### src/isc_pkg.sv
// ----------------------------------------------------------------------------
// isc_pkg: shared types and constants for the integral step size controller
// Fixed-point formats, register indexes, stage payloads and the exp2 table.
// ----------------------------------------------------------------------------
package isc_pkg;

  localparam int STEP_W   = 32;  // Q16.16 step size
  localparam int ERR_W    = 32;  // Q8.24 error estimate
  localparam int FIX_W    = 16;  // Q4.12 gain and bias
  localparam int ORD_W    = 4;
  localparam int MANT_W   = 31;  // Q1.30 mantissa
  localparam int FRAC_W   = 16;  // fraction bits of a log
  localparam int TOP_W    = 5;   // index of the top set bit of an error word
  localparam int BTOP_W   = 4;   // index of the top set bit of a bias word
  localparam int LOG_W    = 23;  // signed Q.16 biased error log
  localparam int MAG_W    = 40;  // |gain * log|, dividend of the order divide
  localparam int DIV_STG  = 5;   // divide stages
  localparam int DIV_BITS = MAG_W / DIV_STG;
  localparam int XP_W     = 28;  // signed Q.16 exponent
  localparam int EXPI_W   = XP_W - FRAC_W;
  localparam int PROD_W   = STEP_W + MANT_W;
  localparam int SHIFT_W  = EXPI_W + 1;
  localparam int ERR_FRAC = 24;
  localparam int BIAS_FRAC = 12;
  localparam int ADDR_W   = 4;
  localparam int DATA_W   = 32;

  localparam logic [FIX_W-1:0] BIAS_DEFAULT  = FIX_W'(6144);
  localparam logic [FIX_W-1:0] GAIN_RESET    = FIX_W'(4096);
  localparam logic [ORD_W-1:0] ORDER_RESET   = ORD_W'(1);
  localparam logic [LOG_W-1:0] LOG_OFFSET    = LOG_W'((ERR_FRAC + BIAS_FRAC) * 65536);
  localparam logic [LOG_W-1:0] LOG_FLOOR     = LOG_W'(-(ERR_FRAC * 65536));
  localparam logic [MANT_W-1:0] MANT_ONE     = MANT_W'(64'd1 << 30);
  localparam logic [SHIFT_W-1:0] MANT_POINT  = SHIFT_W'(30);

  typedef enum logic [1:0] {
    REG_GAIN  = 2'd0,
    REG_BIAS  = 2'd1,
    REG_ORDER = 2'd2
  } reg_idx_t;

  typedef struct packed {
    logic [FIX_W-1:0] gain;
    logic [FIX_W-1:0] bias;
    logic [ORD_W-1:0] order;
  } cfg_t;

  typedef struct packed {
    logic [STEP_W-1:0]       step;
    logic signed [LOG_W-1:0] lg;
  } log_res_t;

  typedef struct packed {
    logic [STEP_W-1:0]        step;
    logic signed [EXPI_W-1:0] ipart;
    logic [FRAC_W-1:0]        fpart;
  } pow_arg_t;

  typedef struct packed {
    logic [STEP_W-1:0]        step;
    logic signed [EXPI_W-1:0] ipart;
    logic [MANT_W-1:0]        mant;
  } scale_t;

  function automatic logic [TOP_W-1:0] top_bit(input logic [ERR_W-1:0] x);
    logic [TOP_W-1:0] m;
    m = '0;
    for (int i = 1; i < ERR_W; i++) begin
      if (x[i]) m = TOP_W'(i);
    end
    return m;
  endfunction

  function automatic logic [63:0] isqrt64(input logic [63:0] v);
    logic [63:0] r;
    logic [63:0] b;
    logic [63:0] rem;
    r = '0;
    b = 64'd1 << 62;
    rem = v;
    for (int i = 0; i < 32; i++) begin
      if (rem >= r + b) begin
        rem = rem - (r + b);
        r = (r >> 1) + b;
      end else begin
        r = r >> 1;
      end
      b = b >> 2;
    end
    return r;
  endfunction

  // 2^(2^-k) in Q1.30 by repeated floor square roots
  function automatic logic [MANT_W-1:0] exp_coef(input int k);
    logic [63:0] c;
    c = isqrt64(64'd1 << 61);
    for (int j = 1; j < k; j++) begin
      c = isqrt64(c << 30);
    end
    return c[MANT_W-1:0];
  endfunction

endpackage

### src/isc_out.sv
// ----------------------------------------------------------------------------
// isc_out: scale and saturate
// Multiplies the step by the mantissa, applies the integer exponent as a
// shift and clips to the largest step, holding the result word for output.
// ----------------------------------------------------------------------------
module isc_out (
  input  logic                      clk,
  input  logic                      rst,
  input  logic                      en,
  input  logic                      in_vld,
  input  isc_pkg::scale_t           in_scl,
  output logic                      out_vld,
  output logic [isc_pkg::STEP_W-1:0] out_step,
  output logic                      out_sat
);
  import isc_pkg::*;

  logic               pv;
  logic [PROD_W-1:0]  prod;
  logic [SHIFT_W-1:0] sh;

  logic [SHIFT_W-1:0] rs;
  logic [PROD_W-1:0]  rt;
  logic [STEP_W-1:0]  val;
  logic               sat;

  always_comb begin
    rs  = SHIFT_W'(-sh);
    rt  = prod >> rs[5:0];
    val = '0;
    sat = 1'b0;
    if (prod == '0) begin
      val = '0;
    end else if (!sh[SHIFT_W-1]) begin
      if (sh >= SHIFT_W'(STEP_W)) begin
        sat = 1'b1;
      end else begin
        sat = (prod >> (6'd32 - {1'b0, sh[4:0]})) != '0;
        val = STEP_W'(prod << sh[4:0]);
      end
    end else if (rs < SHIFT_W'(PROD_W)) begin
      sat = rt[PROD_W-1:STEP_W] != '0;
      val = rt[STEP_W-1:0];
    end
    if (sat) val = '1;
  end

  always_ff @(posedge clk) begin
    if (rst) begin
      pv      <= 1'b0;
      out_vld <= 1'b0;
    end else if (en) begin
      pv      <= in_vld;
      out_vld <= pv;
    end
    if (en) begin
      prod     <= in_scl.step * in_scl.mant;
      sh       <= SHIFT_W'(in_scl.ipart) - MANT_POINT;
      out_step <= val;
      out_sat  <= sat;
    end
  end

endmodule

### config.mk
export PLATFORM = sky130hd
export DESIGN_NAME = isc_out
export DESIGN_NICKNAME = d
export VERILOG_FILES = /design/src/isc_pkg.sv /design/src/isc_out.sv
export SDC_FILE = /design/constraint.sdc
export NUM_CORES = 2
export LEC_CHECK = 0
export BUFFER_PORTS_ARGS = -buffer_cell sky130_fd_sc_hd__clkbuf_2
export CAP_MARGIN = 20
export CORE_ASPECT_RATIO = 1.75
export CORE_MARGIN = 5
export CORE_UTILIZATION = 63
export DETAILED_ROUTE_END_ITERATION = 16
export PLACE_DENSITY = 0.88
export SYNTH_ARGS = -nofsm -noshare
export SYNTH_HDL_FRONTEND = slang
export SYNTH_SLANG_ARGS = --single-unit
### constraint.sdc
create_clock -name clk -period 16.25 [get_ports clk]
set_input_delay 1.625 -clock clk [delete_from_list [all_inputs] [get_ports clk]]
set_output_delay 1.625 -clock clk [all_outputs]
set_load 0.05 [all_outputs]
==> results.tsv <==
metric	value	unit
yosysWarnings	0	
synthDistinctLibCells	78	
avgSynthCellArea	9.31	sq um
finalCritPeriodShare	0.599	
period_needed	9.74	ns
cts_tree	yes	
critPathKind	input port to flop	
vias	32900	
hold_viol	0	
syn_area	41700	sq um
grt_first_pass_wirelength	201000	um
drive_above_1_share	0.0667	
grt-ovfl-total	0	
clock_latency	0.38	ns
start_util	0.632	
cts_buffers	9	
max_slew.worst_pin.slew	1.18	ns
dr.pass1.iters	7	
hold_class	flop to flop	
cp_max_fo	31	
maxSlewViolCount	0	
rows	125	
grt_pass1_vias	36300	
drc	0	
clockBufferDepth	2	
cpMaxStageDelayCell	clkbuf_2	
routed_wl	128000	um
worstSetupStartpointType	input port	
tns	0	ns
clk_pin_slew	0.08	ns
gp_congestion	0.998	
status	finished clean	
post-cts-setup-buffer-count	0	
ioPinCount	113	
grt_max_degree	113	
drtIter0Drc	2710	
dieWidth	205	um
final_cell_mix	fa_1, inv_1, nand2_1	
syn2layout_area_growth	2.76	%
grt_use_total	0.366	
root_buffer	clkbuf_16	
clock_sinks	111	
layout_commonest_cell	fa_1	
end_kind	flop	
port_buffers	112	
synth_cells	4482	
synth_ff_type	edfxtp_1	
critPathRequiredTime	16.37	ns
slowest_delay	0.69	ns
syn_nets	5685	
setup_viol	0	
crit_chain	clkbuf_2 -> nand2_1 -> fa_1 -> fa_1 -> fa_1 -> fa_1 -> inv_1 -> fa_1 -> fa_1 -> fa_1 -> inv_1 -> fa_1 -> inv_1 -> ha_1 -> nand3_1 -> nor4_1 -> nand2_1 -> o221ai_1 -> a41o_1 -> a211oi_1 -> o21bai_1 -> a21oi_1 -> o41ai_1 -> xor2_1	
cts.repair.resized	0	
die_height	351	um
antenna_found_initial	2	
slew_headroom	0.205	
dp_slack	6.08	ns
arrival	9.86	ns
core	66000	sq um
hold_buffers	0	
detail-route-antenna-nets	0	
nNetsFinal	5562	
ys_seq_area_frac	0.0794	
synthArstFlopShare	0	
ys_seq_elements	111	
fmax	103	MHz
viasPerCell	6.27	
htree_levels	3	
drv_cap	0	
die_area	71700	sq um
synth_edf_count	109	
worst_slack	6.51	ns
clock_skew	0.00866	ns
rsz0062_at_grt	no	
routedWlPerCell	24.4	um
crit_path_frequent_cell	fa_1	
dpl.hpwl	102000	um
==> cell families after synthesis <==
logic type,share of synthesized area
DFF,0.0794
buffers and inverters,0.102
and+or+nand+nor,0.170
xor gates and xnor gates,0.0159
muxes,0.0683
adders and majority gates,0.493
AOI/OAI and AO/OA,0.0720
==> final timing paths <==
| path | to | slack [ns] | cells past startpoint | from |
|---|---|---|---|---|
| worst min-delay path | pv | 0.52 | 2 | pv |
| worst max-delay path | prod[60] | 6.51 | 24 | in_scl[68] |
| worst min register to register | pv | 0.52 | 2 | pv |
| worst max register to register | out_step[1] | 9.07 | 13 | sh[0] |
==> area by class of cell <==
class	instances	area [sq um]
Tap cell	889	1110
Clock inverter	7	81.3
Inverter	822	3090
Sequential cell	111	3310
Clock buffer	9	225
Antenna cell	2	5.00
Fill cell	5207	23100
Multi-Input combinational cell	3267	34200
Timing Repair Buffer	148	838
==> sequential cells by signal, indices dropped and copies added, names as in the netlist <==
name / cells
pv: 1
prod: 63
out_vld: 1
out_sat: 1
sh: 13
out_step: 32
==> layer usage <==
metal | routed length [um] | GRT usage | up-vias
met5 | 0 | 0 | -
met4 | 14100 | 0.308 | 0
met3 | 9960 | 0.0603 | 754
met2 | 64600 | 0.631 | 1916
met1 | 39600 | 0.389 | 16500
li1 | - | - | 13800
==> worst max-delay path: cells and delay by family <==
| kind | cells | cell delay (ns) |
|---|---|---|
| buffers and inverters | 4 | 0.85 |
| AOI/OAI and AO/OA | 6 | 1.38 |
| and+or+nand+nor | 4 | 1.16 |
| adders and majority gates | 9 | 4.71 |
| xor gates and xnor gates | 1 | 0.12 |
==> Yosys cell counts (9+ instances only) <==
cell | number | area (sq um)
a31oi_1 | 18 | 113
edfxtp_1 | 109 | 3270
nand3_1 | 26 | 130
xor2_1 | 26 | 228
o21a_1 | 9 | 67.6
nand2_1 | 673 | 2530
buf_2 | 27 | 135
inv_1 | 821 | 3080
ha_1 | 258 | 3230
o21ai_0 | 83 | 415
o221ai_1 | 25 | 219
o211ai_1 | 19 | 143
mux4_2 | 80 | 1800
xnor2_1 | 50 | 438
nor2b_1 | 16 | 100
nand2b_1 | 10 | 62.6
nor4_1 | 27 | 169
and3_1 | 12 | 75.1
fa_1 | 866 | 17300
nor3_1 | 28 | 140
nor2_1 | 78 | 293
a21o_1 | 36 | 270
nand4_1 | 9 | 56.3
o21bai_1 | 10 | 75.1
o22ai_1 | 10 | 62.6
a21oi_1 | 127 | 636
mux2_2 | 15 | 169
mux2i_1 | 88 | 881
and2_1 | 522 | 3270
clkbuf_1 | 232 | 871
a211oi_1 | 25 | 188
buf_1 | 10 | 37.5
==> stage by stage <==
step | cell area [sq um] | hold WS [ns] | utilization | cells
finish | 42900 | 0.525 | 0.650 | 5255
floorplan | 41700 | 0.460 | - | 4482
global placement | 42600 | 0.476 | 0.645 | 5233
CTS | 42900 | 0.520 | 0.650 | 5251
detailed placement | 42600 | 0.502 | 0.645 | 5235
global route | 42900 | 0.553 | 0.650 | 5254
Power is left out: the tool's default activity adds up to more than one toggle a clock period on the data nets, which glitch-free logic cannot reach.
