<file path="config.mk">
export PLATFORM = sky130hd
export DESIGN_NAME = isc_div
export DESIGN_NICKNAME = d
export VERILOG_FILES = /design/src/isc_pkg.sv /design/src/isc_div.sv
export SDC_FILE = /design/constraint.sdc
export NUM_CORES = 2
export LEC_CHECK = 0
export BUFFER_PORTS_ARGS = -buffer_cell sky130_fd_sc_hd__buf_4
export CAP_MARGIN = 20
export CORE_MARGIN = 3
export CORE_UTILIZATION = 40
export DETAILED_ROUTE_END_ITERATION = 12
export GPL_TIMING_DRIVEN = 0
export SLEW_MARGIN = 30
export SYNTH_ARGS = -nofsm -noshare
export SYNTH_HDL_FRONTEND = slang
export SYNTH_SLANG_ARGS = --single-unit
</file>
<file path="constraint.sdc">
create_clock -name clk -period 17.2 [get_ports clk]
set_input_delay 1.72 -clock clk [delete_from_list [all_inputs] [get_ports clk]]
set_output_delay 1.72 -clock clk [all_outputs]
set_load 0.05 [all_outputs]
</file>
<file path="src/isc_pkg.sv">
// ----------------------------------------------------------------------------
// isc_pkg: shared types and constants for the integral step size controller
// Fixed-point formats, register indexes, stage payloads and the exp2 table.
// ----------------------------------------------------------------------------
package isc_pkg;

  localparam int STEP_W   = 32;  // Q16.16 step size
  localparam int ERR_W    = 32;  // Q8.24 error estimate
  localparam int FIX_W    = 16;  // Q4.12 gain and bias
  localparam int ORD_W    = 4;
  localparam int MANT_W   = 31;  // Q1.30 mantissa
  localparam int FRAC_W   = 16;  // fraction bits of a log
  localparam int TOP_W    = 5;   // index of the top set bit of an error word
  localparam int BTOP_W   = 4;   // index of the top set bit of a bias word
  localparam int LOG_W    = 23;  // signed Q.16 biased error log
  localparam int MAG_W    = 40;  // |gain * log|, dividend of the order divide
  localparam int DIV_STG  = 5;   // divide stages
  localparam int DIV_BITS = MAG_W / DIV_STG;
  localparam int XP_W     = 28;  // signed Q.16 exponent
  localparam int EXPI_W   = XP_W - FRAC_W;
  localparam int PROD_W   = STEP_W + MANT_W;
  localparam int SHIFT_W  = EXPI_W + 1;
  localparam int ERR_FRAC = 24;
  localparam int BIAS_FRAC = 12;
  localparam int ADDR_W   = 4;
  localparam int DATA_W   = 32;

  localparam logic [FIX_W-1:0] BIAS_DEFAULT  = FIX_W'(6144);
  localparam logic [FIX_W-1:0] GAIN_RESET    = FIX_W'(4096);
  localparam logic [ORD_W-1:0] ORDER_RESET   = ORD_W'(1);
  localparam logic [LOG_W-1:0] LOG_OFFSET    = LOG_W'((ERR_FRAC + BIAS_FRAC) * 65536);
  localparam logic [LOG_W-1:0] LOG_FLOOR     = LOG_W'(-(ERR_FRAC * 65536));
  localparam logic [MANT_W-1:0] MANT_ONE     = MANT_W'(64'd1 << 30);
  localparam logic [SHIFT_W-1:0] MANT_POINT  = SHIFT_W'(30);

  typedef enum logic [1:0] {
    REG_GAIN  = 2'd0,
    REG_BIAS  = 2'd1,
    REG_ORDER = 2'd2
  } reg_idx_t;

  typedef struct packed {
    logic [FIX_W-1:0] gain;
    logic [FIX_W-1:0] bias;
    logic [ORD_W-1:0] order;
  } cfg_t;

  typedef struct packed {
    logic [STEP_W-1:0]       step;
    logic signed [LOG_W-1:0] lg;
  } log_res_t;

  typedef struct packed {
    logic [STEP_W-1:0]        step;
    logic signed [EXPI_W-1:0] ipart;
    logic [FRAC_W-1:0]        fpart;
  } pow_arg_t;

  typedef struct packed {
    logic [STEP_W-1:0]        step;
    logic signed [EXPI_W-1:0] ipart;
    logic [MANT_W-1:0]        mant;
  } scale_t;

  function automatic logic [TOP_W-1:0] top_bit(input logic [ERR_W-1:0] x);
    logic [TOP_W-1:0] m;
    m = '0;
    for (int i = 1; i < ERR_W; i++) begin
      if (x[i]) m = TOP_W'(i);
    end
    return m;
  endfunction

  function automatic logic [63:0] isqrt64(input logic [63:0] v);
    logic [63:0] r;
    logic [63:0] b;
    logic [63:0] rem;
    r = '0;
    b = 64'd1 << 62;
    rem = v;
    for (int i = 0; i < 32; i++) begin
      if (rem >= r + b) begin
        rem = rem - (r + b);
        r = (r >> 1) + b;
      end else begin
        r = r >> 1;
      end
      b = b >> 2;
    end
    return r;
  endfunction

  // 2^(2^-k) in Q1.30 by repeated floor square roots
  function automatic logic [MANT_W-1:0] exp_coef(input int k);
    logic [63:0] c;
    c = isqrt64(64'd1 << 61);
    for (int j = 1; j < k; j++) begin
      c = isqrt64(c << 30);
    end
    return c[MANT_W-1:0];
  endfunction

endpackage

</file>
<file path="src/isc_div.sv">
// ----------------------------------------------------------------------------
// isc_div: exponent pipeline
// Multiplies the log by the gain, divides the magnitude by the order eight
// quotient bits per stage, and splits the exponent into integer and fraction.
// ----------------------------------------------------------------------------
module isc_div (
  input  logic                     clk,
  input  logic                     rst,
  input  logic                     en,
  input  logic                     in_vld,
  input  isc_pkg::log_res_t        in_res,
  input  logic [isc_pkg::FIX_W-1:0] gain,
  input  logic [isc_pkg::ORD_W-1:0] order,
  output logic                     out_vld,
  output isc_pkg::pow_arg_t        out_arg
);
  import isc_pkg::*;

  logic [DIV_STG:0]  dv;
  logic [STEP_W-1:0] dstp [0:DIV_STG];
  logic              dneg [0:DIV_STG];
  logic [MAG_W-1:0]  dw   [0:DIV_STG];
  logic [ORD_W-1:0]  drem [0:DIV_STG];

  logic signed [MAG_W-1:0] t;
  logic [MAG_W-1:0]        qs;
  logic [XP_W-1:0]         xmag;
  logic [XP_W-1:0]         xval;

  always_comb begin
    t    = $signed({1'b0, gain}) * in_res.lg;
    qs   = dw[DIV_STG] >> BIAS_FRAC;
    xmag = qs[XP_W-1:0];
    // exponent is minus gain*log/order: flip the sign of the magnitude
    xval = dneg[DIV_STG] ? xmag : XP_W'(-xmag);
  end

  always_ff @(posedge clk) begin
    if (rst) begin
      dv      <= '0;
      out_vld <= 1'b0;
    end else if (en) begin
      dv      <= {dv[DIV_STG-1:0], in_vld};
      out_vld <= dv[DIV_STG];
    end
    if (en) begin
      dstp[0] <= in_res.step;
      dneg[0] <= t[MAG_W-1];
      dw[0]   <= t[MAG_W-1] ? MAG_W'(-t) : MAG_W'(t);
      drem[0] <= '0;
      out_arg.step  <= dstp[DIV_STG];
      out_arg.ipart <= xval[XP_W-1:FRAC_W];
      out_arg.fpart <= xval[FRAC_W-1:0];
    end
  end

  for (genvar d = 1; d <= DIV_STG; d++) begin : g_div
    logic [MAG_W-1:0] w_t;
    logic [ORD_W-1:0] r_t;
    logic [ORD_W:0]   tr;
    logic             q;
    always_comb begin
      w_t = dw[d-1];
      r_t = drem[d-1];
      tr  = '0;
      q   = 1'b0;
      for (int j = 0; j < DIV_BITS; j++) begin
        tr = {r_t, w_t[MAG_W-1]};
        if (tr >= {1'b0, order}) begin
          r_t = ORD_W'(tr - {1'b0, order});
          q   = 1'b1;
        end else begin
          r_t = tr[ORD_W-1:0];
          q   = 1'b0;
        end
        w_t = {w_t[MAG_W-2:0], q};
      end
    end
    always_ff @(posedge clk) begin
      if (en) begin
        dstp[d] <= dstp[d-1];
        dneg[d] <= dneg[d-1];
        dw[d]   <= w_t;
        drem[d] <= r_t;
      end
    end
  end

endmodule

</file>
==> impl_metrics.toml <==
[clock_network]
ctsHoldBuffers = 0
cts_buffer_depth = 3
numCtsBuffers = 44
cts_tree = "yes"
cts_sinks = 445
insertion_delay_ns = 0.56
htreeDepth = 2
ctsRootBufferMaster = "clkbuf_16"
clk_pin_slew_ns = 0.06

[layout]
nets = 3737
final_common_cell = "inv_1"
syn2layout_area_growth_pct = 11.7
stdcell_count = 4161
drive_above_1_share_pct = 8.77
fin_util_pct = 45.3
final_cell_mix = "inv_1, edfxtp_1, fa_1"
antenna_cells = 0

[global_routing]
grt_start_max_net_pins = 93
grt_first_pass_wirelength_microns = 107000
grt-ovfl-total = 0
antenna_found_initial = 0
grt_pass1_vias = 20243
grt_use_total_pct = 15.2

[min_path]
hp-start = "dstp[3][22]$_DFFE_PP_"
hold_depth = 0
min_path_type = "flop to flop"
min_to = "dstp[4][22]$_DFFE_PP_"

[worst_setup_path]
slowest_delay_ns = 0.41
timing.rr.end = "drem[2][3]$_DFFE_PP_"
timing.rr.start = "drem[1][1]$_DFFE_PP_"
reg2reg_slack_ns = 2.65
worstPathMaxFanout = 36
critPathLaunch = "order[1]"
crit_type = "input pin to flop"
critPathRequiredTime_ns = 17.49
cpMaxStageDelayCell = "ha_1"
critPathArrivalTime_ns = 16.32
worst_setup_path_start_kind = "input pin"
crit_path_end_kind = "flop"
cp_common_cell = "ha_1"
reg2regPathDepth = 67

[floorplan]
die_h_microns = 296
initial_core_util_pct = 40.6
rows = 105
die_w_microns = 296
io_pins = 140
coreArea_sq_um = 82600
fp.dieArea_sq_um = 87400

[synthesis]
synthMuxAreaShare_pct = 1.97
synth_fa_ha_area_share_pct = 31.1
synth-seq-cells = 445
ys.flop_type = "edfxtp_1"
seq_area_frac_synth_pct = 39.6
netlist_area_sq_um = 33500
async_flop_share_pct = 0
syn_area_per_cell_sq_um = 11.7
synth_cell_types = 89
yosysWarningCount = 0
synth_edf_count = 438
synth_simple_gate_area_share_pct = 10.5
synth_compound_area_share_pct = 6.74
syn_inst = 2869
synth_top_family_by_area = "adder cells"
synthXorXnorAreaFrac_pct = 3.50
syn-num-nets = 3547

[sta]
hold_viol_final = 0
slew_viol_final = 0
fin_skew_ns = 0.0139
setup_viol = 0
holdWs_ns = 0.408
setup_tns_ns = 0
rsz0062_at_grt = "false"
timing.slew.headroom_pct = 49.0
worstMarginPinSlew_ns = 0.764
fin_crit_ns = 16.03
fmax_mhz = 62.4
period_share_pct = 93.2

[placed_design]
routabilityCongestion = 0.897
dp_cells = 4083
dp_hpwl_microns = 51700
io_buffers = 139

[status]
status = "complete, no violations"

[drt]
drt_first_pass_iters = 5
route.detailed.drc = 0
vias = 20000
vias_per_cell = 4.81
dr.first_iter.drc_count = 1001
antenna_left = 0
post_drt_wl_per_cell_microns = 15.7
drt_wl_total_microns = 65300

[job]
cap_viol_max_count = 0
-- routing by layer --
metal | wire length, microns | share of wire (%) | global-route usage, %
met3 | 2550 | 3.9 | 1.83
met2 | 30500 | 47 | 25.1
met5 | 0 | 0 | 0
met4 | 1420 | 2.2 | 3.80
met1 | 30800 | 47 | 21.4
-- how the worst max path moves through the flow --
stage	end	cells after the start
floorplan	drem[2][1]$_DFFE_PP_	68
global placement	drem[2][3]$_DFFE_PP_	68
detailed placement	drem[2][3]$_DFFE_PP_	68
CTS	drem[2][3]$_DFFE_PP_	69
global route	drem[2][3]$_DFFE_PP_	69
finish	drem[2][3]$_DFFE_PP_	69
-- cells in the mapped netlist (4+ instances only) --
master	n	area share, %
inv_1	509	5.7
edfxtp_1	438	39
fa_1	389	23
nand2_1	283	3.2
ha_1	210	7.8
and2_1	159	3.0
a21oi_1	90	1.3
nor2_1	88	0.98
xnor2_1	72	1.9
clkbuf_1	71	0.79
o21ai_0	68	1.0
xor2_1	62	1.6
a21o_1	60	1.3
mux2i_1	33	0.98
nand2b_1	27	0.50
nor3_1	27	0.40
mux2_2	19	0.64
nand3_1	19	0.28
nor2b_1	14	0.26
nor4_1	13	0.24
or3_1	13	0.24
a211oi_1	12	0.27
and3_1	11	0.21
nand4_1	10	0.19
o21a_1	10	0.22
o211ai_1	9	0.20
or2_2	8	0.15
a31oi_1	7	0.13
dfxtp_1	7	0.42
o31ai_1	7	0.16
a21boi_0	6	0.13
nor3b_1	6	0.13
a31o_2	5	0.13
a2111oi_0	4	0.10
a311oi_1	4	0.10
a41o_1	4	0.12
inv_2	4	0.045
nand3b_1	4	0.090
o31a_1	4	0.10
-- worst max-delay path, delay by kind of cell --
family | cells | cell delay [ns]
AO/OA/AOI/OAI | 33 | 7.16
adder cells (fa/ha/maj) | 8 | 2.37
multiplexers | 4 | 1.29
buffers and inverters | 10 | 1.95
AND/OR/NAND/NOR | 14 | 1.76
-- logic make-up (layout without fill, tap and decap cells) --
family,Yosys count,after routing
adders and majority gates,599,599
muxes,60,60
DFF,445,445
and+or+nand+nor,707,707
AOI/OAI and AO/OA,337,337
buffers and inverters,587,809
xor gates and xnor gates,134,134
-- what timing repair did --
| item | in CTS | in global routing |
|---|---|---|
| buffers inserted | 0 | 0 |
| resized for setup | 0 | 5 |
| endpoints found under the setup margin | 0 | 5 |
-- metrics by stage --
step                      setup WS [ns]  area, sq um
after global placement           -0.774        35900
after detailed placement          0.164        36100
after floorplan                    2.34        33500
after CTS                         0.688        37400
after global routing             0.0435        37500
final                              1.17        37500
-- state kept, by name (all words and copies together), names as in the netlist --
signal / count
dstp: 192
dw: 168
out_arg: 60
drem: 12
dneg: 6
dv: 6
out_vld: 1
-- final cells by class --
| type | count | area (sq um) |
|---|---|---|
| Buffer | 73 | 283 |
| Clock buffer | 57 | 1170 |
| Clock inverter | 21 | 201 |
| Fill cell | 7630 | 45200 |
| Inverter | 514 | 1930 |
| Multi-Input combinational cell | 1837 | 18100 |
| Sequential cell | 445 | 13300 |
| Tap cell | 1070 | 1340 |
| Timing Repair Buffer | 144 | 1190 |
Power is left out: the tool's default activity adds up to more than one toggle a clock period on the data nets, which glitch-free logic cannot reach.
